`config.mk`:
```
export PLATFORM = sky130hd
export DESIGN_NAME = bcpa_ctrl
export DESIGN_NICKNAME = d
export VERILOG_FILES = /design/src/rtl/assert_macros.svh /design/src/rtl/bcpa_pkg.sv /design/src/rtl/bcpa_ctrl.sv
export SDC_FILE = /design/constraint.sdc
export NUM_CORES = 1
export LEC_CHECK = 0
export ABC_CLOCK_PERIOD_IN_PS = 2200
export CORE_AREA = 2 2 39 41
export CTS_BUF_LIST = sky130_fd_sc_hd__clkbuf_4 sky130_fd_sc_hd__clkbuf_8 sky130_fd_sc_hd__clkbuf_16
export CTS_CLUSTER_SIZE = 30
export DETAILED_ROUTE_END_ITERATION = 8
export DIE_AREA = 0 0 41 43
export DONT_BUFFER_PORTS = 1
export GPL_ROUTABILITY_DRIVEN = 0
export MAX_ROUTING_LAYER = met4
export PLACE_DENSITY_LB_ADDON = 0.12
export RECOVER_POWER = 100
export REMOVE_ABC_BUFFERS = 1
export SYNTH_ARGS = -nofsm -noshare
export SYNTH_HDL_FRONTEND = slang
export SYNTH_SLANG_ARGS = --single-unit
```
`constraint.sdc`:
```
create_clock -name clk -period 2.2 [get_ports clk]
set_input_delay 0.22 -clock clk [delete_from_list [all_inputs] [get_ports clk]]
set_output_delay 0.22 -clock clk [all_outputs]
set_load 0.01 [all_outputs]
```
`src/rtl/assert_macros.svh`:
```
// Assertion macros shared by the page allocator RTL.
// No dependencies; each file that checks its own logic includes this header.
`ifndef ASSERT_MACROS_SVH
`define ASSERT_MACROS_SVH

`ifndef SYNTHESIS

// Clocked property with asynchronous active-low reset disable.
`define ASSERT_PROP(lbl, clk, rst_n, prop, msg) \
	lbl: assert property (@(posedge clk) disable iff (!(rst_n)) (prop)) else $error(msg);

// Condition that must never be seen at a clock edge.
`define ASSERT_NEVER(lbl, clk, rst_n, expr, msg) \
	lbl: assert property (@(posedge clk) disable iff (!(rst_n)) !(expr)) else $error(msg);

`else

`define ASSERT_PROP(lbl, clk, rst_n, prop, msg)
`define ASSERT_NEVER(lbl, clk, rst_n, expr, msg)

`endif

`endif

```
`src/rtl/bcpa_pkg.sv`:
```
`timescale 1ns / 1ps
// Shared types and constants of the bitmap page allocator.
// No dependencies; imported by the controller, datapath and top level.
package bcpa_pkg;

	localparam int ADDR_W     = 48;
	localparam int COUNT_W    = 15;
	localparam int STATUS_W   = 2;
	localparam int IN_TDATA_W = 64;   // page_count + address, padded to bytes
	localparam int OUT_TDATA_W = 48;

	// map words and the chunks a scan step walks through
	localparam int WORD_BITS = 64;
	localparam int WORD_LOG  = 6;
	localparam int CHUNK_BITS = 8;
	localparam int CHUNK_LOG  = 3;

	localparam logic OP_RESERVE = 1'b0;
	localparam logic OP_RELEASE = 1'b1;

	localparam logic [STATUS_W-1:0] STAT_OK        = 2'd0;
	localparam logic [STATUS_W-1:0] STAT_NOSPACE   = 2'd1;
	localparam logic [STATUS_W-1:0] STAT_DOUBLEFREE = 2'd2;
	localparam logic [STATUS_W-1:0] STAT_OUTSIDE   = 2'd3;

	typedef struct packed {
		logic take;      // capture request word
		logic check;     // decode request, set up range
		logic rd;        // read map word at word pointer
		logic step;      // scan one chunk of the read word
		logic mk_wr;     // write back marked/cleared word
		logic clr_wr;    // reset clearing pass write
		logic load_out;  // load result register
	} cmd_t;

	typedef struct packed {
		logic skip;        // request finishes at decode
		logic is_rel;
		logic found;
		logic chunk_last;
		logic word_last;
		logic mk_last;
		logic out_free;
	} stat_t;

endpackage

```
`src/rtl/bcpa_ctrl.sv`:
```
`timescale 1ns / 1ps
// Sequencer of the page allocator: clearing pass, scan, mark and result hand-off.
// Depends on bcpa_pkg.
module bcpa_ctrl (
	input  logic            clk,
	input  logic            arst_n,
	input  logic            s_tvalid,
	output logic            s_tready,
	input  bcpa_pkg::stat_t st,
	output bcpa_pkg::cmd_t  cmd
);

	import bcpa_pkg::*;

	localparam logic [2:0] S_CLR    = 3'd0;
	localparam logic [2:0] S_IDLE   = 3'd1;
	localparam logic [2:0] S_CHK    = 3'd2;
	localparam logic [2:0] S_SC_RD  = 3'd3;
	localparam logic [2:0] S_SC_RUN = 3'd4;
	localparam logic [2:0] S_MK_RD  = 3'd5;
	localparam logic [2:0] S_MK_WR  = 3'd6;
	localparam logic [2:0] S_DONE   = 3'd7;

	logic [2:0] state_q, state_d;

	assign s_tready = (state_q == S_IDLE);

	always_comb begin
		state_d = state_q;
		cmd     = '0;
		unique case (state_q)
			S_CLR: begin
				cmd.clr_wr = 1'b1;
				if (st.word_last) state_d = S_IDLE;
			end
			S_IDLE: begin
				if (s_tvalid) begin
					cmd.take = 1'b1;
					state_d  = S_CHK;
				end
			end
			S_CHK: begin
				cmd.check = 1'b1;
				priority if (st.skip) state_d = S_DONE;
				else if (st.is_rel)   state_d = S_MK_RD;
				else                  state_d = S_SC_RD;
			end
			S_SC_RD: begin
				cmd.rd  = 1'b1;
				state_d = S_SC_RUN;
			end
			S_SC_RUN: begin
				cmd.step = 1'b1;
				priority if (st.found)                    state_d = S_MK_RD;
				else if (st.chunk_last && st.word_last)   state_d = S_DONE;
				else if (st.chunk_last)                   state_d = S_SC_RD;
			end
			S_MK_RD: begin
				cmd.rd  = 1'b1;
				state_d = S_MK_WR;
			end
			S_MK_WR: begin
				cmd.mk_wr = 1'b1;
				state_d   = st.mk_last ? S_DONE : S_MK_RD;
			end
			S_DONE: begin
				if (st.out_free) begin
					cmd.load_out = 1'b1;
					state_d      = S_IDLE;
				end
			end
			default: state_d = S_CLR;
		endcase
	end

	always_ff @(posedge clk or negedge arst_n) begin
		if (!arst_n) begin
			state_q <= S_CLR;
		end else begin
			state_q <= state_d;
		end
	end

endmodule

```
Word level (Yosys, flattened, before mapping) --
Cells that the tools add are included.
Word-level totals: output and inout bits 8, logic and storage cells 35, input port bits 10, bits in registers 3
Cells by class: equal/unequal tests 11, muxes and demuxes 19, reductions and logical operators 4
Operators by type and width (number):
- 2-to-1 mux 3 bit | 8
- one-hot mux 3 bit (8 select lines) | 1
- == test 3 bit, second input constant | 4
- 2-to-1 mux 1 bit | 9
- == test 3 x 2 -> 1 bit, second input constant | 2
- inequality test 2 bit, second input constant | 3
- inequality test 4 bit, second input constant | 1
- AND reduction 4 bit | 1
- == test 3 x 1 -> 1 bit, second input constant | 1
- logical NOT 3 bit | 1
- 2-to-1 mux 2 bit | 1
- OR reduction 2 bit | 1
- logical AND 1 bit | 1

Depth between registers and ports, before layout --
Gate-level depths: netlist of run 1.
depth in word-level cells 4, depth in mapped cells 4, mapped depth without buffers 3

Worst setup path after synthesis of run 1 --
Ideal clock, no wire load.
path kind reg2out, start point register state_q[1], end point output cmd[6] (netlist bit), stages on the path, launching flop included 4, required time 1.980 ns, data arrival time 0.952 ns, path buffers 0, setup slack 1.028 ns, path through dfrtp_1 > nand2b_1 > nor2_1 > and2_1
RTL lines:
- start, declared | RTL line bcpa_ctrl.sv:24 | logic [2:0] state_q, state_d;
- start signal, assigned | RTL line bcpa_ctrl.sv:80 | state_q <= state_d;
- end, declared | RTL line bcpa_ctrl.sv:10 | output bcpa_pkg::cmd_t cmd

==> run_results.csv, run 1 <==
group,metric,value,unit
clocking,cts_root_buffer,"clkbuf_4",
floorplan,dieArea,1760,sq um
clocking,h-tree-depth,1,
synthesis,muxShareOfSynthArea,0,%
routing,drt-pass1-iter-count,2,
clocking,postCtsHoldBufs,1,
routing,drt_iter0_drc,3,
routing,wl_per_cell,12.9,um
global_routing,grt_usage,10.8,%
routing,drc_errors,0,
critical_path,crit_fanout,13,
timing,setup_viol_count_final,0,
synthesis,synth-compound-area-share,22.7,%
timing,rsz0062_at_grt,"no",
routing,viasPerCell,4.95,
critical_path,worstPathArrival,1.46,ns
power,finalPower,0.495,mW
power,power.internal,0.260,mW
job,max-cap-violations,0,
synthesis,synth-warning-count,0,
timing,worst_pin_slew,0.384,ns
floorplan,die_height,43,um
power,power_density,1540,nW/um^2
synthesis,synth_area,292,sq um
timing,max_freq,596,MHz
placement,place_area,285,sq um
critical_path,setup.worst_path.class,"flop to primary output",
timing,fin_crit_sh,76.2,%
critical_path,critPathBufInv,0,
timing,hold_viol_final,0,
clocking,post_cts_buffers,0,
timing,tns,0,ns
global_routing,antenna_found_initial,0,
power,power_switching,0.235,mW
placement,place_inst,50,
floorplan,start_util,21.1,%
synthesis,yosysSeqAreaShare,25.8,%
synthesis,yosysUniqueCellTypes,23,
routing,wirelength,712,um
power,p_sw_share,47.5,%
synthesis,synth_seq_cells,3,
finish,final_layout_size_suffix_gt1_share,12.8,%
global_routing,grt-ovfl-total,0,
critical_path,cp-start-kind,"flop",
finish,largest_reg_flops,3,
finish,top_regs,"state_q x3",
global_routing,grt_pass1_wl,1210,um
global_routing,first_global_vias,301,
synthesis,synth_cells,37,
timing,relSlewSlack,74.2,%
power,p_comb_share,44.4,%
finish,finalNonFillerCells,55,
timing,slew_viol_final,0,
power,power_frac_clock,21.3,%
clocking,numCtsBuffers,3,
power,p_seq_share,34.3,%
routing,vias,272,
synthesis,syn_area_per_cell,7.88,sq um
finish,post-route-util,23.1,%
hold_path,hold_class,"input port to flop",
clocking,max-clock-path-buffers,2,
finish,regMostFlops,"state_q",
critical_path,cp_slowest_cell,"dfrtp_1",
finish,antenna_cells,0,
clocking,clk_pin_slew_worst_paths,0.03,ns
synthesis,synthAdderAreaFrac,0,%
floorplan,placementRows,14,
timing,finalCriticalPeriod,1.68,ns
critical_path,cp_cell_sequence,"nand2b_1 > nor2_1 > and2_0",
critical_path,cp.required,1.98,ns
placement,io_buffers,0,
global_routing,grt_max_degree,14,
finish,nNetsFinal,50,
critical_path,worst_setup_path_end_kind,"primary output",
outcome,status,"completed",
clocking,clk_latency,0.23,ns
clocking,clock_sink_count,3,
placement,dpl_worst_slack,0.776,ns
power,p_leak,0.123,nW
critical_path,crit_path_max_incr_delay,0.50,ns
timing,worst_hold_slack,0.191,ns
finish,syn_to_final_growth,9.87,%
floorplan,die_width,41,um
clocking,cts_resized,0,
floorplan,core,1380,sq um
finish,final_area,320,sq um
synthesis,synth_top_family_by_area,"simple AND/OR/NAND/NOR gates",
clocking,cts_tree,"done",
synthesis,yosys.area_share.simple,36.9,%
placement,hpwl,565,um
routing,drtAntennaViolNets,0,
timing,finClkSkew,0.000566,ns
floorplan,io_pins,18,
critical_path,cp_top_family,"simple AND/OR/NAND/NOR gates",
power,max-vdd-ir-drop,0.349,mV
timing,fin_ws,0.523,ns
synthesis,synth_xor_area_share,3.00,%
==> cells in the mapped netlist <==
| master | count | share of area [%] |
|---|---|---|
| buf_4 | 2 | 5.1 |
| nor3_1 | 3 | 5.1 |
| nand2b_1 | 1 | 2.1 |
| and3_1 | 1 | 2.1 |
| xnor2_1 | 1 | 3.0 |
| or3_1 | 1 | 2.1 |
| nor4_1 | 1 | 2.1 |
| o2111ai_1 | 1 | 3.0 |
| inv_1 | 2 | 2.6 |
| a32o_1 | 1 | 3.4 |
| nand2_1 | 2 | 2.6 |
| nor3b_2 | 1 | 4.3 |
| o311ai_0 | 1 | 3.0 |
| dfrtp_1 | 3 | 26 |
| buf_6 | 1 | 3.9 |
| o21a_1 | 1 | 2.6 |
| or3b_1 | 1 | 3.0 |
| and2_1 | 1 | 2.1 |
| a311oi_2 | 1 | 5.1 |
| o21ai_0 | 2 | 3.4 |
| nor2b_1 | 1 | 2.1 |
| a31oi_1 | 1 | 2.1 |
| nor2_1 | 7 | 9.0 |
==> power by group through the flow <==
stage | clock network, mW | registers (mW) | logic (mW)
after CTS | 0.111 | 0.170 | 0.227
after detailed placement | 0 | 0.171 | 0.225
final | 0.106 | 0.170 | 0.219
after global routing | 0.116 | 0.182 | 0.249
after floorplan | 0 | 0.147 | 0.194
after global placement | 0 | 0.171 | 0.224
==> cell usage in the layout (no fill, tap or decap) <==
cell type / n
nor2_1: 7
clkbuf_4: 4
nor3_1: 3
dfrtp_1: 3
inv_1: 2
nand2_1: 2
o21ai_0: 2
and3_1: 1
nand2b_1: 1
and2_0: 1
xnor2_1: 1
or3_1: 1
nor3b_1: 1
o21a_1: 1
a31oi_1: 1
or3b_1: 1
o2111ai_1: 1
nor2b_1: 1
a311oi_2: 1
nor4_1: 1
a32o_1: 1
o311ai_0: 1
dlygate4sd3_1: 1
==> final cells by class <==
class,instances,area (sq um)
sequential,3,75.1
timing repair buffer,1,10.0
inverter,2,7.51
tap,16,20.0
fill,163,1060
multi-input combinational,29,178
clock buffer,4,30.0
==> worst paths after layout <==
check / startpoint / end / slack, ns / cells past startpoint
setup reg to reg: state_q[2]$_DFFE_PN0P_ / state_q[1]$_DFFE_PN0P_ / 0.89 / 3
min in group asynchronous: arst_n / state_q[0]$_DFFE_PN0P_ / 0.24 / 1
hold / removal: st[6] / state_q[2]$_DFFE_PN0P_ / 0.19 / 2
setup / recovery: state_q[1]$_DFFE_PN0P_ / cmd[6] / 0.52 / 3
hold reg to reg: state_q[0]$_DFFE_PN0P_ / state_q[0]$_DFFE_PN0P_ / 0.71 / 1
max in group asynchronous: arst_n / state_q[1]$_DFFE_PN0P_ / 1.82 / 1
==> per-layer routing <==
layer / GRT usage (%) / up-vias / routed length (um)
li1: - / 136 / -
met1: 11.6 / 126 / 269
met2: 14.7 / 10 / 377
met3: 5.24 / 0 / 65
met4: 8.00 / 0 / 0
met5: - / - / 0
==> cells by family (layout without fill, tap and decap cells) <==
group,count (synthesis),count (layout)
AND/OR/NAND/NOR,20,20
AO/OA/AOI/OAI,8,8
buffers and inverters,5,7
flip-flops,3,3
XOR/XNOR,1,1
Power figures use the tool's default switching activity.
==> run 2, diff against run 1 <==
--- a/config.mk
+++ b/config.mk
@@ -5,7 +5,8 @@
 export SDC_FILE = /design/constraint.sdc
 export NUM_CORES = 1
 export LEC_CHECK = 0
-export ABC_CLOCK_PERIOD_IN_PS = 2200
+export ABC_AREA = 1
+export ABC_CLOCK_PERIOD_IN_PS = 1750
 export CORE_AREA = 2 2 39 41
 export CTS_BUF_LIST = sky130_fd_sc_hd__clkbuf_4 sky130_fd_sc_hd__clkbuf_8 sky130_fd_sc_hd__clkbuf_16
 export CTS_CLUSTER_SIZE = 30
==> constraint.sdc (replaced) <==
create_clock -name clk -period 1.75 [get_ports clk]
set_input_delay 0.175 -clock clk [delete_from_list [all_inputs] [get_ports clk]]
set_output_delay 0.175 -clock clk [all_outputs]
set_load 0.01 [all_outputs]
==> run_results.csv, run 2 <==
group,metric,value,unit
clocking,clk_latency,0.23,ns
routing,vias,321,
clocking,max-clock-path-buffers,2,
placement,io_buffers,0,
synthesis,yosys.area.top_type,"dfrtp_1",
global_routing,grt_usage,12.1,%
synthesis,synth-warning-count,0,
clocking,clk_pin_slew_worst_paths,0.04,ns
timing,fin_crit_sh,86.6,%
routing,viasPerCell,4.22,
timing,setup_viol_count_final,0,
global_routing,grt-ovfl-total,0,
power,finalPower,0.698,mW
power,p_seq_share,28.8,%
placement,place_inst,71,
global_routing,grt_pass1_wl,1390,um
critical_path,cp_cell_sequence,"inv_1 > nor2_4 > inv_1 > nor3_1",
finish,finalNonFillerCells,76,
timing,max_freq,660,MHz
synthesis,post-synth-top-count-cell,"nand2_1",
floorplan,placementRows,14,
global_routing,first_global_vias,336,
timing,worst_pin_slew,0.429,ns
synthesis,synth_common_cells,"11 x nand2_1, 10 x inv_1, 10 x nor2_1",
timing,relSlewSlack,71.2,%
power,power_density,1890,nW/um^2
power,max-vdd-ir-drop,0.543,mV
power,p_comb_share,51.4,%
global_routing,antenna_found_initial,0,
placement,hpwl,659,um
timing,hold_viol_final,0,
routing,wl_met2,417,um
finish,nNetsFinal,71,
floorplan,start_util,23.6,%
floorplan,io_pins,18,
finish,top_regs,"state_q x3",
clocking,numCtsBuffers,3,
floorplan,die_width,41,um
critical_path,cp_slowest_cell,"dfrtp_1",
floorplan,die_height,43,um
finish,final_layout_size_suffix_gt1_share,11.7,%
routing,dr_wl_met3,26,um
synthesis,synth_seq_cells,3,
power,p_sw_share,53.0,%
synthesis,yosysUniqueCellTypes,15,
timing,rsz0062_at_grt,"no",
outcome,status,"completed",
timing,tns,0,ns
critical_path,setup.worst_path.class,"flop to primary output",
clocking,cts_tree,"done",
placement,place_area,330,sq um
critical_path,worstPathArrival,1.34,ns
routing,dr.max_layer_used,"met3",
synthesis,synth_edf_count,0,
routing,wirelength,799,um
synthesis,syn_area_per_cell,5.73,sq um
floorplan,core,1380,sq um
routing,drt-pass1-iter-count,2,
finish,regMostFlops,"state_q",
finish,antenna_cells,0,
routing,drt_iter0_drc,6,
power,power.internal,0.328,mW
floorplan,dieArea,1760,sq um
timing,fin_ws,0.235,ns
finish,syn_to_final_growth,13.4,%
power,p_leak,0.219,nW
finish,layout_common_cells,"12 x inv_1, 11 x nand2_1, 10 x nor2_1, 8 x nand3_1",
synthesis,synthFlopType,"dfrtp_1",
critical_path,worst_setup_path_end_kind,"primary output",
synthesis,synth_area,327,sq um
placement,dpl_worst_slack,0.383,ns
job,max-cap-violations,0,
critical_path,crit_path_max_incr_delay,0.45,ns
synthesis,synth_cells,57,
timing,finalCriticalPeriod,1.52,ns
critical_path,crit_fanout,7,
clocking,h-tree-depth,1,
clocking,clock_sink_count,3,
timing,slew_viol_final,0,
routing,drtAntennaViolNets,0,
clocking,postCtsHoldBufs,1,
power,power_frac_clock,19.7,%
clocking,cts_root_buffer,"clkbuf_4",
timing,finClkSkew,0.00339,ns
routing,wl_met1,355,um
critical_path,crit_top_cell,"inv_1",
clocking,post_cts_buffers,0,
routing,drc_errors,0,
finish,largest_reg_flops,3,
synthesis,async_flop_share,100,%
global_routing,grt_max_degree,11,
finish,final_area,370,sq um
synthesis,synthTopCellsByArea,"dfrtp_1 23%, nand2_1 13%, nand3_1 12%",
routing,wl_per_cell,10.5,um
clocking,cts_resized,0,
critical_path,cp-start-kind,"flop",
critical_path,cp.required,1.57,ns
synthesis,yosysSeqAreaShare,23.0,%
synthesis,synth_top_area_share,23.0,%
power,power_switching,0.370,mW
hold_path,hold_class,"input port to flop",
finish,layout_commonest_cell,"inv_1",
-- run 2: cell count changes in the layout (fill, tap and decap cells not counted), moves of 2 or more --
cell / delta
inv_1: +10
nand2_1: +9
nand3_1: +8
nor2_1: +3
nor2_4: +2
-- run 2: worst max-delay path, delay by kind of cell (launching register included) --
kind	cells	cell delay, ns
flip-flops	1	0.45
buffers and inverters	2	0.25
AND/OR/NAND/NOR	2	0.41
-- run 2: cells by family (layout without fill, tap and decap cells) --
kind of cell / count (synthesis) / after routing / share of synthesized area [%]
buffers and inverters: 14 / 17 / 18.8
and+or+nand+nor: 38 / 38 / 55.2
DFF: 3 / 3 / 23.0
AOI/OAI and AO/OA: 2 / 2 / 3.06
-- run 2: path summary, 6_finish.rpt --
kind | to | cells past startpoint | startpoint | slack [ns]
setup reg to reg | state_q[2]$_DFFE_PN0P_ | 4 | state_q[2]$_DFFE_PN0P_ | 0.41
setup / recovery | cmd[6] | 4 | state_q[0]$_DFFE_PN0P_ | 0.23
min in group asynchronous | state_q[1]$_DFFE_PN0P_ | 1 | arst_n | 0.20
max in group asynchronous | state_q[0]$_DFFE_PN0P_ | 1 | arst_n | 1.40
hold reg to reg | state_q[0]$_DFFE_PN0P_ | 3 | state_q[0]$_DFFE_PN0P_ | 0.71
hold / removal | state_q[1]$_DFFE_PN0P_ | 3 | st[0] | 0.19
-- run 2: metal layers --
metal | vias up | GRT usage [%]
li1 | 180 | -
met1 | 134 | 15.1
met2 | 7 | 17.5
met3 | 0 | 0
met4 | 0 | 10.0
met5 | - | -
-- run 2: power groups by stage --
stage / sequential [mW] / combinational (mW) / clock, mW
global route: 0.216 / 0.419 / 0.151
floorplan: 0.180 / 0.311 / 0
CTS: 0.202 / 0.372 / 0.141
global placement: 0.206 / 0.374 / 0
finish: 0.201 / 0.359 / 0.138
detailed placement: 0.204 / 0.369 / 0
-- run 2: area by class of cell --
class | instances | area, sq um
flip-flops and latches | 3 | 75.1
multi-input cells | 40 | 190
clock buffers | 4 | 30.0
well taps | 16 | 20.0
repair buffers | 1 | 10.0
inverters | 12 | 45.0
fillers | 168 | 1010
-- run 2: stage by stage --
step,utilization (%),hold slack (ns)
2_1_floorplan,-,-0.121
3_3_place_gp,23.9,-0.121
3_5_place_dp,23.9,-0.121
4_1_cts,26.8,0.189
5_1_grt,26.8,0.205
6_report,26.8,0.186
==> run 3, diff against run 2 <==
--- a/config.mk
+++ b/config.mk
@@ -15,7 +15,7 @@
 export DONT_BUFFER_PORTS = 1
 export GPL_ROUTABILITY_DRIVEN = 0
 export MAX_ROUTING_LAYER = met4
-export PLACE_DENSITY_LB_ADDON = 0.12
+export PLACE_DENSITY = 0.42
 export RECOVER_POWER = 100
 export REMOVE_ABC_BUFFERS = 1
 export SYNTH_ARGS = -nofsm -noshare
==> run_results.csv, run 3 (synthesis gave the netlist of run 2 again) <==
group,metric,value,unit
outcome,status,"completed",
finish,final_layout_size_suffix_gt1_share,11.7,%
floorplan,core,1380,sq um
routing,drt-pass1-iter-count,2,
hold_path,hold_class,"input port to asynchronous set/reset pin",
timing,finalCriticalPeriod,1.54,ns
finish,final_area,363,sq um
clocking,h-tree-depth,1,
clocking,cts_root_buffer,"clkbuf_4",
placement,dpl_worst_slack,0.379,ns
critical_path,worstPathArrival,1.37,ns
routing,viasPerCell,4.46,
global_routing,grt_usage,11.2,%
routing,drt_iter0_drc,6,
floorplan,die_width,41,um
global_routing,grt_max_degree,11,
clocking,clk_pin_slew_worst_paths,0.04,ns
critical_path,cp.required,1.57,ns
finish,antenna_cells,0,
power,power_frac_clock,20.0,%
critical_path,crit_fanout,7,
finish,n_fill_cell,176,
routing,drtAntennaViolNets,0,
finish,top_regs,"state_q x3",
power,power_switching,0.357,mW
finish,nNetsFinal,71,
placement,hpwl,647,um
finish,regMostFlops,"state_q",
finish,post-route-util,26.2,%
timing,max_freq,649,MHz
power,p_comb_share,52.1,%
clocking,cts_resized,0,
clocking,postCtsHoldBufs,1,
clocking,clk_latency,0.23,ns
routing,drc_errors,0,
power,finalPower,0.679,mW
timing,hold_viol_final,0,
global_routing,antenna_found_initial,0,
clocking,clock_sink_count,3,
critical_path,cp-start-kind,"flop",
floorplan,dieArea,1760,sq um
critical_path,setup.worst_path.class,"flop to primary output",
floorplan,die_height,43,um
routing,vias,339,
power,p_sw_share,52.5,%
floorplan,start_util,23.6,%
global_routing,first_global_vias,336,
routing,wirelength,767,um
floorplan,placementRows,14,
timing,finClkSkew,0.000197,ns
finish,layout_common_cells,"11 x inv_1, 11 x nor2_1, 11 x nand2_1, 8 x nand3_1",
job,max-cap-violations,0,
timing,worst_pin_slew,0.451,ns
timing,slew_viol_final,0,
critical_path,worst_setup_path_end_kind,"primary output",
timing,tns,0,ns
timing,setup_viol_count_final,0,
timing,rsz0062_at_grt,"no",
timing,fin_crit_sh,88.0,%
power,p_leak,0.217,nW
finish,largest_reg_flops,3,
floorplan,io_pins,18,
timing,relSlewSlack,69.7,%
timing,fin_ws,0.210,ns
placement,io_buffers,0,
clocking,post_cts_buffers,0,
global_routing,grt_pass1_wl,1280,um
power,power.internal,0.322,mW
clocking,max-clock-path-buffers,2,
clocking,numCtsBuffers,3,
clocking,cts_tree,"done",
routing,wl_per_cell,10.1,um
placement,place_area,330,sq um
global_routing,grt-ovfl-total,0,
power,max-vdd-ir-drop,0.327,mV
power,p_seq_share,27.9,%
power,power_density,1870,nW/um^2
finish,syn_to_final_growth,11.1,%
run 3: cell counts in the layout (fill, tap and decap cells not counted):
No cell type changed its count.
run 3: layout make-up:
cell class	count	area [sq um]	area share (%)
inverters	12	45.0	12.4
multi-input cells	40	183	50.3
clock buffers	4	30.0	8.28
flip-flops and latches	3	75.1	20.7
repair buffers	1	10.0	2.76
well taps	16	20.0	5.52
run 3: per-stage QoR:
step / hold WS (ns) / std cells
3_5_place_dp: -0.121 / 71
3_3_place_gp: -0.121 / 71
2_1_floorplan: -0.121 / 55
5_1_grt: 0.195 / 76
4_1_cts: 0.188 / 76
6_report: 0.192 / 76
run 3: final timing paths:
kind,start,to,slack (ns),depth (start not counted)
max,state_q[0]$_DFFE_PN0P_,cmd[6],0.21,4
min,arst_n,state_q[1]$_DFFE_PN0P_,0.19,1
max reg2reg,state_q[2]$_DFFE_PN0P_,state_q[2]$_DFFE_PN0P_,0.40,4
min reg2reg,state_q[0]$_DFFE_PN0P_,state_q[0]$_DFFE_PN0P_,0.69,3
max in group asynchronous,arst_n,state_q[0]$_DFFE_PN0P_,1.41,1
min in group clk,st[0],state_q[1]$_DFFE_PN0P_,0.19,3
run 3: routing by layer:
metal  track usage, %  part of all wire (%)  vias up
met1             12.9                    47      147
met4             8.00                     0        0
li1                 -                     -      182
met5                -                     0        -
met3             3.14                   4.2        0
met2             15.9                    49       10
run 3: worst max-delay path: stages (launching register included):
cell and delay [ns]:
dfrtp_1 0.44, inv_1 0.13, nor2_1 0.17, inv_2 0.08, nor3_1 0.31
run 3: power by group through the flow:
stage / Sequential, mW / Clock, mW / Combinational (mW)
6_report: 0.189 / 0.136 / 0.354
2_1_floorplan: 0.180 / 0 / 0.311
3_5_place_dp: 0.197 / 0 / 0.372
3_3_place_gp: 0.197 / 0 / 0.373
5_1_grt: 0.201 / 0.151 / 0.411
4_1_cts: 0.196 / 0.138 / 0.376
