===== src/rtl/assert_macros.svh =====
// Assertion macros shared by the page allocator RTL.
// No dependencies; each file that checks its own logic includes this header.
`ifndef ASSERT_MACROS_SVH
`define ASSERT_MACROS_SVH

`ifndef SYNTHESIS

// Clocked property with asynchronous active-low reset disable.
`define ASSERT_PROP(lbl, clk, rst_n, prop, msg) \
	lbl: assert property (@(posedge clk) disable iff (!(rst_n)) (prop)) else $error(msg);

// Condition that must never be seen at a clock edge.
`define ASSERT_NEVER(lbl, clk, rst_n, expr, msg) \
	lbl: assert property (@(posedge clk) disable iff (!(rst_n)) !(expr)) else $error(msg);

`else

`define ASSERT_PROP(lbl, clk, rst_n, prop, msg)
`define ASSERT_NEVER(lbl, clk, rst_n, expr, msg)

`endif

`endif


===== src/rtl/bcpa_pkg.sv =====
`timescale 1ns / 1ps
// Shared types and constants of the bitmap page allocator.
// No dependencies; imported by the controller, datapath and top level.
package bcpa_pkg;

	localparam int ADDR_W     = 48;
	localparam int COUNT_W    = 15;
	localparam int STATUS_W   = 2;
	localparam int IN_TDATA_W = 64;   // page_count + address, padded to bytes
	localparam int OUT_TDATA_W = 48;

	// map words and the chunks a scan step walks through
	localparam int WORD_BITS = 64;
	localparam int WORD_LOG  = 6;
	localparam int CHUNK_BITS = 8;
	localparam int CHUNK_LOG  = 3;

	localparam logic OP_RESERVE = 1'b0;
	localparam logic OP_RELEASE = 1'b1;

	localparam logic [STATUS_W-1:0] STAT_OK        = 2'd0;
	localparam logic [STATUS_W-1:0] STAT_NOSPACE   = 2'd1;
	localparam logic [STATUS_W-1:0] STAT_DOUBLEFREE = 2'd2;
	localparam logic [STATUS_W-1:0] STAT_OUTSIDE   = 2'd3;

	typedef struct packed {
		logic take;      // capture request word
		logic check;     // decode request, set up range
		logic rd;        // read map word at word pointer
		logic step;      // scan one chunk of the read word
		logic mk_wr;     // write back marked/cleared word
		logic clr_wr;    // reset clearing pass write
		logic load_out;  // load result register
	} cmd_t;

	typedef struct packed {
		logic skip;        // request finishes at decode
		logic is_rel;
		logic found;
		logic chunk_last;
		logic word_last;
		logic mk_last;
		logic out_free;
	} stat_t;

endpackage


===== src/rtl/bcpa_dp.sv =====
`timescale 1ns / 1ps
// Datapath of the page allocator: request registers, word pointer, run tracking,
// word masks, result register. Depends on bcpa_pkg and assert_macros.svh.
module bcpa_dp #(
	parameter int NUM_PAGES = 16384,
	parameter int PAGE_BITS = 12,
	parameter int MAP_WORDS = (NUM_PAGES + 63) / 64,
	parameter int WADDR_W   = (MAP_WORDS > 1) ? $clog2(MAP_WORDS) : 1
) (
	input  logic                                clk,
	input  logic                                arst_n,
	input  bcpa_pkg::cmd_t                      cmd,
	output bcpa_pkg::stat_t                     st,
	input  logic [bcpa_pkg::IN_TDATA_W-1:0]     s_tdata,
	input  logic                                s_tuser,
	input  logic                                cfg_valid,
	input  logic [bcpa_pkg::ADDR_W-1:0]         cfg_data,
	input  logic                                m_tready,
	output logic                                m_tvalid,
	output logic [bcpa_pkg::OUT_TDATA_W-1:0]    m_tdata,
	output logic [bcpa_pkg::STATUS_W-1:0]       m_tuser,
	output logic                                ram_we,
	output logic [WADDR_W-1:0]                  ram_waddr,
	output logic [bcpa_pkg::WORD_BITS-1:0]      ram_wdata,
	output logic                                ram_re,
	output logic [WADDR_W-1:0]                  ram_raddr,
	input  logic [bcpa_pkg::WORD_BITS-1:0]      ram_rdata
);

	import bcpa_pkg::*;

	`include "assert_macros.svh"

	// page index width: holds any page of the map plus a full count
	localparam int IDX_W = ((WADDR_W + WORD_LOG > COUNT_W) ? WADDR_W + WORD_LOG : COUNT_W) + 1;
	localparam int PIDX_W = ADDR_W - PAGE_BITS;
	localparam logic [WADDR_W-1:0] LAST_WORD = WADDR_W'(MAP_WORDS - 1);
	localparam logic [IDX_W-1:0] NPAGES = IDX_W'(NUM_PAGES);

	logic                  op_q;
	logic [COUNT_W-1:0]    cnt_q;
	logic [ADDR_W-1:0]     addr_q;
	logic [ADDR_W-1:0]     area_base_q;
	logic [WADDR_W-1:0]    w_q;
	logic [CHUNK_LOG-1:0]  k_q;
	logic [IDX_W-1:0]      start_q, end_q;
	logic [COUNT_W-1:0]    run_q;
	logic [STATUS_W-1:0]   status_q;
	logic                  m_tvalid_q;
	logic [OUT_TDATA_W-1:0] m_tdata_q;
	logic [STATUS_W-1:0]   m_tuser_q;

	// request decode
	logic [ADDR_W:0]       diff;
	logic [PIDX_W-1:0]     pidx;
	logic                  outside;
	logic                  rsv_bad;
	logic [IDX_W-1:0]      end_sum;
	logic [IDX_W-1:0]      end_last;

	assign diff    = {1'b0, addr_q} - {1'b0, area_base_q};
	assign pidx    = diff[ADDR_W-1:PAGE_BITS];
	assign outside = diff[ADDR_W] | (pidx >= PIDX_W'(NUM_PAGES));
	assign rsv_bad = (cnt_q == '0) || (IDX_W'(cnt_q) > NPAGES);
	assign end_sum = start_q + IDX_W'(cnt_q);
	assign end_last = end_q - IDX_W'(1);

	// scan of one chunk of eight pages
	logic [IDX_W-1:0]   step_start;
	logic [COUNT_W-1:0] step_run;
	logic               step_found;

	always_comb begin
		logic [IDX_W-1:0]     p;
		logic [CHUNK_LOG-1:0] jv;
		logic                 used;
		step_start = start_q;
		step_run   = run_q;
		step_found = 1'b0;
		for (int j = 0; j < CHUNK_BITS; j++) begin
			jv   = CHUNK_LOG'(j);
			p    = IDX_W'({w_q, k_q, jv});
			used = ram_rdata[{k_q, jv}] | (p >= NPAGES);
			if (!step_found) begin
				if (used) begin
					step_start = p + IDX_W'(1);
					step_run   = '0;
				end else begin
					step_run = step_run + COUNT_W'(1);
					if (step_run == cnt_q) step_found = 1'b1;
				end
			end
		end
	end

	// bits of the current word that fall in [start, end)
	logic [WORD_BITS-1:0] mask_c;
	logic [WORD_BITS-1:0] new_word;

	always_comb begin
		logic [IDX_W-1:0] p;
		for (int b = 0; b < WORD_BITS; b++) begin
			p         = IDX_W'({w_q, WORD_LOG'(b)});
			mask_c[b] = (p >= start_q) && (p < end_q);
		end
	end

	assign new_word = (op_q == OP_RELEASE) ? (ram_rdata & ~mask_c) : (ram_rdata | mask_c);

	assign ram_we    = cmd.clr_wr | cmd.mk_wr;
	assign ram_waddr = w_q;
	assign ram_wdata = cmd.clr_wr ? '0 : new_word;
	assign ram_re    = cmd.rd;
	assign ram_raddr = w_q;

	always_comb begin
		st            = '0;
		st.skip       = (op_q == OP_RESERVE) ? rsv_bad : (outside || (cnt_q == '0));
		st.is_rel     = (op_q == OP_RELEASE);
		st.found      = step_found;
		st.chunk_last = (k_q == '1);
		st.word_last  = (w_q == LAST_WORD);
		st.mk_last    = (w_q == end_last[WADDR_W+WORD_LOG-1:WORD_LOG]);
		st.out_free   = !m_tvalid_q || m_tready;
	end

	// end of range, clamped to the map, settles in the cycle after start_q; request capture, result load
	always_ff @(posedge clk) begin
		end_q <= (end_sum > NPAGES) ? NPAGES : end_sum;
		if (cmd.take) begin
			op_q   <= s_tuser;
			cnt_q  <= s_tdata[COUNT_W-1:0];
			addr_q <= s_tdata[COUNT_W+ADDR_W-1:COUNT_W];
		end
		if (cmd.load_out) begin
			m_tdata_q <= (op_q == OP_RESERVE && status_q == STAT_OK)
				? area_base_q + (ADDR_W'(start_q) << PAGE_BITS) : '0;
			m_tuser_q <= status_q;
		end
	end

	always_ff @(posedge clk or negedge arst_n) begin
		if (!arst_n) begin
			area_base_q <= '0;
			w_q         <= '0;
			k_q         <= '0;
			start_q     <= '0;
			run_q       <= '0;
			status_q    <= STAT_OK;
			m_tvalid_q  <= 1'b0;
		end else begin
			if (cfg_valid) area_base_q <= cfg_data;

			if (cmd.clr_wr) begin
				w_q <= (w_q == LAST_WORD) ? '0 : w_q + WADDR_W'(1);
			end

			if (cmd.check) begin
				run_q <= '0;
				if (op_q == OP_RESERVE) begin
					start_q  <= '0;
					w_q      <= '0;
					status_q <= STAT_NOSPACE;
				end else begin
					start_q  <= IDX_W'(pidx);
					w_q      <= pidx[WADDR_W+WORD_LOG-1:WORD_LOG];
					status_q <= outside ? STAT_OUTSIDE : STAT_OK;
				end
			end

			if (cmd.rd) k_q <= '0;

			if (cmd.step) begin
				start_q <= step_start;
				run_q   <= step_run;
				if (step_found) begin
					w_q      <= step_start[WADDR_W+WORD_LOG-1:WORD_LOG];
					status_q <= STAT_OK;
				end else begin
					k_q <= k_q + CHUNK_LOG'(1);
					if (k_q == '1 && w_q != LAST_WORD) w_q <= w_q + WADDR_W'(1);
				end
			end

			if (cmd.mk_wr) begin
				if (op_q == OP_RELEASE && (mask_c & ~ram_rdata) != '0) begin
					status_q <= STAT_DOUBLEFREE;
				end
				if (w_q != end_last[WADDR_W+WORD_LOG-1:WORD_LOG]) w_q <= w_q + WADDR_W'(1);
			end

			if (cmd.load_out)  m_tvalid_q <= 1'b1;
			else if (m_tready) m_tvalid_q <= 1'b0;
		end
	end

	assign m_tvalid = m_tvalid_q;
	assign m_tdata  = m_tdata_q;
	assign m_tuser  = m_tuser_q;

	// write-back uses the word read in the cycle before
	`ASSERT_PROP(a_wr_after_rd, clk, arst_n, cmd.mk_wr |-> $past(cmd.rd), "map write without read")
	// a reserve never claims a page that is already used
	`ASSERT_NEVER(a_rsv_overlap, clk, arst_n, cmd.mk_wr && op_q == OP_RESERVE && (mask_c & ram_rdata) != '0, "reserve marks used page")
	// result register is never overwritten while a word waits
	`ASSERT_PROP(a_out_free, clk, arst_n, cmd.load_out |-> (!m_tvalid_q || m_tready), "result overwritten")

endmodule

===== config.mk =====
export PLATFORM = sky130hd
export DESIGN_NAME = bcpa_dp
export DESIGN_NICKNAME = d
export VERILOG_FILES = /design/src/rtl/bcpa_pkg.sv /design/src/rtl/bcpa_dp.sv
export VERILOG_INCLUDE_DIRS = /design/src /design/src/rtl
export SDC_FILE = /design/constraint.sdc
export NUM_CORES = 1
export LEC_CHECK = 0
export BUFFER_PORTS_ARGS = -buffer_cell sky130_fd_sc_hd__clkbuf_2
export CAP_MARGIN = 20
export CORE_MARGIN = 5
export CORE_UTILIZATION = 35
export CTS_CLUSTER_SIZE = 24
export DETAILED_ROUTE_END_ITERATION = 10
export PLACE_DENSITY = 0.56
export REMOVE_ABC_BUFFERS = 1
export SLEW_MARGIN = 0
export SYNTH_ARGS = -nofsm -noshare
export SYNTH_HDL_FRONTEND = slang
export SYNTH_SLANG_ARGS = --single-unit

===== constraint.sdc =====
create_clock -name clk -period 29.3 [get_ports clk]
set_input_delay 1.465 -clock clk [delete_from_list [all_inputs] [get_ports clk]]
set_output_delay 1.465 -clock clk [all_outputs]
set_load 0.1 [all_outputs]

======== Word level (Yosys, flattened, before mapping) ========
Index checks and enable logic that the tools add are counted.
storage, ports and cells
  bits of input ports ..................... 188
  output and inout bits ................... 140
  flip-flop bits (word level) ............. 223
  word-level logic and storage cells ...... 369
cells by class
  muxes and demuxes ....................... 98
  add/sub/neg operators ................... 22
  reductions and logical operators ........ 76
  magnitude comparators ................... 139
  bitwise operators ....................... 8
  eq/ne operators ......................... 13
operators with widths
  operator                                                              count
  greater-or-equal comparator 14 x 16 -> 1 bit                          64
  < comparator 14 x 16 -> 1 bit                                         64
  2-to-1 mux 16 bit                                                     18
  2-to-1 mux 15 bit                                                     17
  bitwise AND 64 bit                                                    2
  2-to-1 mux 64 bit                                                     2
  NOT 64 bit                                                            2
  adder 14 x 1 -> 15 bit (second input constant)                        8
  adder 15 x 1 -> 15 bit (second input constant)                        8
  == test 15 bit                                                        8
  2-to-1 mux 8 bit                                                      9
  logical AND 1 bit                                                     67
  bitwise OR 64 bit                                                     1
  nonzero test 64 bit                                                   1
  < comparator 6 x 7 -> 1 bit (second input constant)                   8
  subtractor 48 x 48 -> 49 bit                                          1
  adder 48 x 28 -> 48 bit                                               1
  greater-or-equal comparator 36 x 15 -> 1 bit (second input constant)  1
  2-to-1 mux 1 bit                                                      34
  binary-select mux 1 bit (select 3 bit)                                8
  adder 16 x 15 -> 16 bit                                               1
  > comparator 16 x 15 -> 1 bit (second input constant)                 1
  > comparator 15 bit (second input constant)                           1
  logical NOT 15 bit                                                    1
  other kinds (16)                                                      28

======== Depth between registers and ports, before layout ========
Gate-level depths: netlist of the first run.
  word-level depth ........................ 30
  gate-level depth with buffers ........... 58

======== Worst setup path after synthesis of the first run ========
OpenSTA, ideal clock, no wires.
  path kind ............................... input-to-output
  from .................................... input ram_rdata[56] (netlist bit)
  to ...................................... output st[4] (netlist bit)
  slack ................................... 15.179 ns
  buffers on the path ..................... 11
  data required time ...................... 27.835 ns
  arrival ................................. 12.656 ns
  cell stages on the path ................. 50
  cells stage by stage .................... mux4_2 mux2i_2 clkbuf_1 nand2_1 inv_1 ha_1 clkbuf_1 nand4b_1 a22oi_1 nand3_1 a2111oi_0 o21a_4 and2_4 buf_6 nand3_2 or3_4 a2111oi_4 o21a_1 (+14 left out) buf_2 nand2_1 clkbuf_1 o21ai_0 inv_1 ha_1 o31ai_1 nor3_1 a21oi_1 o311a_1 clkbuf_1 nor3b_1 nand3_1 a2111oi_2 o2111ai_1 o21ai_2 buf_6 buf_4
on the way
  longest elaborated chain between the ends .. 26
  elaborated cells on any way between the ends .. 51
ends and longest elaborated chain
  element                                                            line                          source
  start: declaration                                                 bcpa_dp.sv:27                 input logic [bcpa_pkg::WORD_BITS-1:0] ram_rdata
  binary-select mux 1 bit (select 3 bit) (*)                         bcpa_dp.sv:83                 used = ram_rdata[{k_q, jv}] | (p >= NPAGES);
  2-to-1 mux 1 bit (implied by the code) (*)                         bcpa_dp.sv:83
  2-to-1 mux 15 bit                                                  bcpa_dp.sv:85                 if (used) begin
  adder 15 x 1 -> 15 bit                                             bcpa_dp.sv:89                 step_run = step_run + COUNT_W'(1);
  2-to-1 mux 15 bit / == test 15 bit (equally long branches)         bcpa_dp.sv:85, bcpa_dp.sv:90
  2-to-1 mux 15 bit / 2-to-1 mux 1 bit (equally long branches)       bcpa_dp.sv:84, bcpa_dp.sv:90
  adder 15 x 1 -> 15 bit / 2-to-1 mux 1 bit (equally long branches)  bcpa_dp.sv:89, bcpa_dp.sv:85
  2-to-1 mux 15 bit, or another cell as far along                    bcpa_dp.sv:85
  (+10 left out)                                                     --
  adder 15 x 1 -> 15 bit / 2-to-1 mux 1 bit (equally long branches)  bcpa_dp.sv:89, bcpa_dp.sv:85
  2-to-1 mux 15 bit / 2-to-1 mux 1 bit (equally long branches)       bcpa_dp.sv:85, bcpa_dp.sv:84
  2-to-1 mux 15 bit                                                  bcpa_dp.sv:84                 if (!step_found) begin
  adder 15 x 1 -> 15 bit                                             bcpa_dp.sv:89
  == test 15 bit                                                     bcpa_dp.sv:90                 if (step_run == cnt_q) step_found = 1'b1;
  2-to-1 mux 1 bit                                                   bcpa_dp.sv:90
  2-to-1 mux 1 bit                                                   bcpa_dp.sv:85
  2-to-1 mux 1 bit (*)                                               bcpa_dp.sv:84
  end: declaration                                                   bcpa_dp.sv:13                 output bcpa_pkg::stat_t st,
Mark *: on every way between the ends. The rest lies on a longest branch, timed or not. The select of a mux whose other input is x is not followed.

==> results of run 1 <==
==> power by group through the flow <==
stage | combinational, mW | clock [mW] | sequential (mW)
global placement | 1.51 | 0 | 0.457
detailed placement | 1.51 | 0 | 0.458
finish | 1.54 | 0.344 | 0.455
floorplan | 1.01 | 0 | 0.532
CTS | 1.52 | 0.350 | 0.452
global route | 1.65 | 0.364 | 0.459
==> logic make-up (layout without fill, tap and decap cells) <==
kind of cell	count (synthesis)	after routing	share of synthesized area [%]
buffers and inverters	354	574	5.65
adder cells (fa/ha/maj)	109	109	5.23
AND/OR/NAND/NOR	1330	1330	25.6
multiplexers	70	70	3.70
XOR/XNOR	237	237	8.12
other	1	6	0.0142
flip-flops	223	223	23.0
AO/OA/AOI/OAI	1100	1100	28.6
==> metal layers <==
| metal | up-vias | wire [microns] | track usage, % |
|---|---|---|---|
| met2 | 1428 | 50900 | 42.1 |
| met1 | 13820 | 45100 | 34.1 |
| li1 | 13322 | - | - |
| met3 | 230 | 8420 | 3.13 |
| met4 | 0 | 4390 | 8.80 |
| met5 | - | 0 | 0 |
==> placed cells by master (no fill, tap or decap), types with 50 or more instances in the layout <==
| master | synthesis | final |
|---|---|---|
| edfxtp_1 | 114 | 114 |
| buf_4 | 17 | 62 |
| nor4_1 | 68 | 68 |
| nor2_1 | 372 | 372 |
| clkbuf_2 | 2 | 324 |
| nand3_1 | 94 | 94 |
| nand4_1 | 65 | 65 |
| nand2_1 | 301 | 301 |
| xor2_1 | 50 | 50 |
| nor3_1 | 111 | 110 |
| inv_1 | 133 | 133 |
| dfrtp_1 | 93 | 93 |
| a21oi_1 | 226 | 226 |
| a31oi_1 | 54 | 54 |
| xnor2_1 | 182 | 182 |
| ha_1 | 107 | 107 |
| o21ai_0 | 233 | 233 |
==> critical path, delay by kind of cell <==
family / cells / cell delay (ns)
compound gates: 20 / 5.98
xor+xnor: 1 / 0.11
fa+ha+maj: 4 / 1.47
buf+inv: 8 / 2.03
mux: 2 / 0.70
simple gates: 14 / 4.30
==> flip-flops by register name (all words and copies together), names as in the netlist, 3 cells and up <==
name         flops
addr_q          48
start_q         16
m_tdata         48
cnt_q           15
end_q           16
run_q           15
area_base_q     48
k_q              3
ram_raddr        8
==> area by class of cell <==
class | count | area [sq um] | share of cell area (%)
diodes | 5 | 12.5 | 0.0422
flip-flops and latches | 223 | 6070 | 20.5
well taps | 969 | 1210 | 4.09
clock inverters | 16 | 218 | 0.735
repair buffers | 388 | 2100 | 7.08
clock buffers | 32 | 693 | 2.34
inverters | 138 | 519 | 1.75
multi-input cells | 2847 | 18800 | 63.5
==> worst paths after layout <==
kind / cells after the start / endpoint / from
worst max-delay path: 49 / st[4] / ram_rdata[16]
worst min-delay path: 0 / m_tuser[1]$_DFFE_PP_ / status_q[1]$_DFF_PN0_
worst max register to register: 43 / ram_raddr[1]$_DFF_PN0_ / run_q[0]$_DFFE_PN0P_
worst min register to register: 0 / m_tuser[1]$_DFFE_PP_ / status_q[1]$_DFF_PN0_
max in group asynchronous: 2 / run_q[3]$_DFFE_PN0P_ / arst_n
min in group asynchronous: 1 / area_base_q[34]$_DFFE_PN0P_ / arst_n
==> cells in the mapped netlist (32+ instances only) <==
cell type  number
buf_2          32
nor3_1        111
clkbuf_1      143
nand4_1        65
a21o_1         48
a21oi_1       226
nor4_1         68
o22ai_1        47
ha_1          107
nand2_1       301
nor2_1        372
and2_1         48
xnor2_1       182
inv_1         133
o21ai_0       233
and3_1         39
dfrtp_1        93
edfxtp_1      114
o211ai_1       45
or3_1          37
a31oi_1        54
nand3_1        94
xor2_1         50
a211oi_1       47
==> results_dict.tcl, run 1 <==
set metrics [dict create \
    htreeDepth 1 \
    cts_sinks 223 \
    synth_cell_types 132 \
    finalMaxSlewViolations 0 \
    cts_root_buffer "clkbuf_16" \
    grt_max_degree 96 \
    gp_congestion 0.991 \
    place_inst 4562 \
    postCtsHoldBufs 0 \
    synth_top_area_share_pct 13.0 \
    p_sw_mw 1.33 \
    hold_class "reg2reg" \
    ys.flop_type "edfxtp_1" \
    grt_use_total_pct 25.4 \
    rrSetupSlack_ns 13.37 \
    fin_util_pct 39.7 \
    critical_path_class "in2out" \
    die_area_sq_mm 0.0809 \
    synthesis.area_sq_mm 0.0263 \
    ys_seq_area_share_pct 23.0 \
    drcViolationCount 0 \
    vias_per_cell 6.24 \
    period_share_pct 60.0 \
    timing.final.ws_setup_ns 11.71 \
    cts_setup_buffers 0 \
    p_comb_share_pct 65.9 \
    fin_area_sq_mm 0.0296 \
    vias 28800 \
    ys_ff_latch 223 \
    synth_warnings 0 \
    finalSetupViolCount 0 \
    drtIter0Drc 3436 \
    placed_area_sq_mm 0.0287 \
    dpl_worst_slack_ns 12.14 \
    drt_pass1_iterations 7 \
    antenna_found_initial 5 \
    critical_path_required_ns 27.83 \
    dp_hpwl_mm 82.5 \
    synth.area.top_cells "edfxtp_1, dfrtp_1, xnor2_1" \
    arrival_ns 16.12 \
    fillCellCount 7756 \
    status "finished clean" \
    path_clk_slew_ns 0.06 \
    fin_setup_tns_ns 0 \
    cts-resized-gates 0 \
    swShare_pct 56.8 \
    async_flop_share_pct 41.7 \
    grt_pass1_wl_mm 165 \
    coreArea_sq_mm 0.0746 \
    endpoint_kind "primary output" \
    cts_tree "built" \
    synth.largest_area_cell "edfxtp_1" \
    static-leakage-power_nw 11.4 \
    die_h_microns 284 \
    cts_max_path_buffers 3 \
    tightestPinTransition_ns 1.10 \
    clk_latency_ns 0.56 \
    rsz0062_at_grt "false" \
    boundaryPins 328 \
    portBuffers 326 \
    rows 100 \
    critPathSlowestCell "nor2_1" \
    power.share.sequential_pct 19.4 \
    internal_power_mw 1.01 \
    ant_nets 0 \
    skew_ns 0.0188 \
    synthToLayoutAreaGrowth_pct 12.4 \
    fmax_mhz 56.9 \
    slew_headroom_pct 26.2 \
    synth-edff-count 114 \
    first_global_vias 26593 \
    vdd_ir_drop_max_mv 0.109 \
    die_w_microns 284 \
    final_cells 4618 \
    cp_common_cell "ha_1" \
    postSynthAreaPerCell_sq_um 7.69 \
    worstPathMaxFanout 33 \
    max_cap_violations 0 \
    synth_cells 3424 \
    holdWs_ns 0.506 \
    power_density_mw_per_mm2 79.1 \
    route.final.wire_length_mm 109 \
    slowest_delay_ns 0.79 \
    grt_overflow_total 0 \
    start_util_pct 35.3 \
    drive_above_1_share_pct 15.9 \
    final_hold_viol_count 0 \
    numCtsBuffers 26 \
    wl_per_cell_microns 23.6 \
    pwr-share-clk_pct 14.7 \
    crit_path_start_kind "input pin" \
    final_nets 3921 \
    power_mw 2.34 \
    period_minus_slack_ns 17.59 \
]
Power figures use the tool's default switching activity.
==> run 2, diff against run 1 <==
Settings changed: ABC_AREA set to 1.
Clock period 29.3 ns to 18.2 ns, I/O delays scaled along.
==> run 2 against run 1 <==
  * Worst hold slack worse by 0.11 ns
  * Utilization about the same
  * Combinational power up 55%
  * Final cell count up 18%
  * Non-clock buffer count down 15
  * Clock skew down 0.0017 ns
  * Synthesized cell count up 22%
  * Synthesized area down 2.8%
  * Setup slack worse by 6.3 ns
  * Register-to-register slack worse by 6.5 ns
==> results_dict.tcl, run 2 <==
set metrics [dict create \
    postCtsHoldBufs 0 \
    final_cell_mix "nand2_1, inv_1, nor2_1" \
    synth_cell_types 73 \
    crit_path_start_kind "flop" \
    final_hold_viol_count 0 \
    skew_ns 0.0170 \
    vias_per_cell 5.39 \
    arrival_ns 11.85 \
    die_h_microns 280 \
    finalMaxSlewViolations 0 \
    cp_top_family "simple AND/OR/NAND/NOR gates" \
    timing.final.ws_setup_ns 5.44 \
    clk_latency_ns 0.56 \
    hold_class "in2async" \
    htreeDepth 1 \
    vdd_ir_drop_max_mv 0.147 \
    first_global_vias 26999 \
    synth_common_cells "nand2_1, inv_1, nor2_1" \
    antenna_found_initial 4 \
    critPathSlowestCell "clkbuf_2" \
    portBuffers 326 \
    critical_path_class "reg2out" \
    rows 99 \
    cts_sinks 223 \
    layout_commonest_cell "nand2_1" \
    synth_cells 4182 \
    slowest_delay_ns 0.50 \
    vias 29288 \
    cts_max_path_buffers 3 \
    path_clk_slew_ns 0.06 \
    placed_area_sq_mm 0.0281 \
    synthesis.area_sq_mm 0.0256 \
    async_flop_share_pct 41.7 \
    static-leakage-power_nw 13.6 \
    start_util_pct 35.2 \
    power_density_mw_per_mm2 124 \
    fin_area_sq_mm 0.0289 \
    place_inst 5384 \
    tightestPinTransition_ns 1.03 \
    synth.area.top_cells "nand2_1, edfxtp_1, dfrtp_1" \
    postSynthAreaPerCell_sq_um 6.12 \
    synthToLayoutAreaGrowth_pct 12.9 \
    coreArea_sq_mm 0.0727 \
    period_minus_slack_ns 12.76 \
    drtIter0Drc 2452 \
    ys.flop_type "edfxtp_1" \
    synth_top_area_share_pct 17.6 \
    wl_per_cell_microns 19.5 \
    die_area_sq_mm 0.0786 \
    grt_use_total_pct 25.5 \
    synth_warnings 0 \
    cts_tree "built" \
    ant_nets 0 \
    grt_pass1_wl_mm 160 \
    yosysMostFrequentCell "nand2_1" \
    numCtsBuffers 24 \
    slew_headroom_pct 31.4 \
    dp_hpwl_mm 82.8 \
    synth-edff-count 114 \
    drive_above_1_share_pct 14.0 \
    power_mw 3.57 \
    grt_overflow_total 0 \
    grt_max_degree 97 \
    period_share_pct 70.1 \
    synth.largest_area_cell "nand2_1" \
    status "finished clean" \
    crit_buf_inv 4 \
    ys_ff_latch 223 \
    drcViolationCount 0 \
    final_nets 4750 \
    cts_setup_buffers 0 \
    fmax_mhz 78.4 \
    finalSetupViolCount 0 \
    critical_path_required_ns 17.29 \
    max_cap_violations 0 \
    boundaryPins 328 \
    cts_root_buffer "clkbuf_16" \
    ys_seq_area_share_pct 23.7 \
    cts-resized-gates 0 \
    die_w_microns 280 \
    drt_pass1_iterations 6 \
    dpl_worst_slack_ns 6.13 \
    worstPathMaxFanout 53 \
    route.final.wire_length_mm 106 \
    fin_setup_tns_ns 0 \
    final_cells 5432 \
    rsz0062_at_grt "false" \
    cp_common_cell "nand2_1" \
    gp_congestion 0.978 \
    endpoint_kind "primary output" \
]
## run 2: cell count changes in the layout (fill, tap and decap cells not counted), moves of 43 or more
| cell | previous run | this run |
|---|---|---|
| a21o_1 | 48 | 5 |
| inv_1 | 133 | 462 |
| nand2_1 | 301 | 1202 |
| nand2_2 | 2 | 61 |
| nand3_1 | 94 | 407 |
| nor2_1 | 372 | 446 |
| nor2_2 | 2 | 46 |
| nor3_1 | 110 | 48 |
| nor4_1 | 68 | 20 |
| xnor2_1 | 182 | 9 |
## run 2: final cells by class
type / instances / area [sq um]
Sequential cell: 223 / 6070
Inverter: 516 / 1940
Tap cell: 959 / 1200
Timing Repair Buffer: 373 / 2010
Multi-Input combinational cell: 3315 / 16900
Antenna cell: 2 / 5.00
Fill cell: 8051 / 43800
Clock inverter: 17 / 171
Clock buffer: 27 / 622
## run 2: kinds of logic (layout without fill, tap and decap cells)
logic type,Yosys count,count (layout),synth area share (%)
mux,1,1,0.0391
other cells,1,3,0.0147
simple gates,2388,2388,41.3
buf+inv,644,933,10.4
flops,223,223,23.7
xor+xnor,77,77,2.64
fa+ha+maj,109,109,5.39
compound gates,739,739,16.5
## run 2: stage by stage
stage	util (%)	hold slack [ns]
2_1_floorplan	-	0.448
3_3_place_gp	38.6	0.480
3_5_place_dp	38.6	0.491
4_1_cts	39.7	0.410
5_1_grt	39.7	0.434
6_report	39.7	0.394
## run 2: power breakdown
group,switching (mW),internal [mW]
combinational,1.80,0.580
clock,0.223,0.278
sequential,0.0953,0.595
## run 2: final timing paths
kind | end | cells after the start | start | slack [ns]
setup / recovery | st[4] | 66 | k_q[0]$_DFF_PN0_ | 5.44
hold / removal | area_base_q[17]$_DFFE_PN0P_ | 1 | arst_n | 0.39
setup reg to reg | start_q[2]$_DFFE_PN0P_ | 63 | k_q[0]$_DFF_PN0_ | 6.87
hold reg to reg | m_tvalid$_DFFE_PN0P_ | 2 | m_tvalid$_DFFE_PN0P_ | 0.50
max in group asynchronous | area_base_q[8]$_DFFE_PN0P_ | 2 | arst_n | 16.59
min in group clk | m_tvalid$_DFFE_PN0P_ | 2 | m_tvalid$_DFFE_PN0P_ | 0.50
## run 2: per-layer routing
layer	vias up	global-route usage, %	wire, microns
met4	2	6.60	3070
met2	1137	42.4	48900
met1	13548	35.6	46500
li1	14437	-	-
met3	164	2.63	7250
met5	-	0	13
## run 2: worst reg2reg max path: cells and delay by family, from the launching register on
kind / cells / cell delay [ns]
AND/OR/NAND/NOR: 49 / 7.60
buffers and inverters: 7 / 1.61
adder cells (fa/ha/maj): 4 / 1.14
flip-flops: 1 / 0.45
AO/OA/AOI/OAI: 2 / 0.32
XOR/XNOR: 1 / 0.16
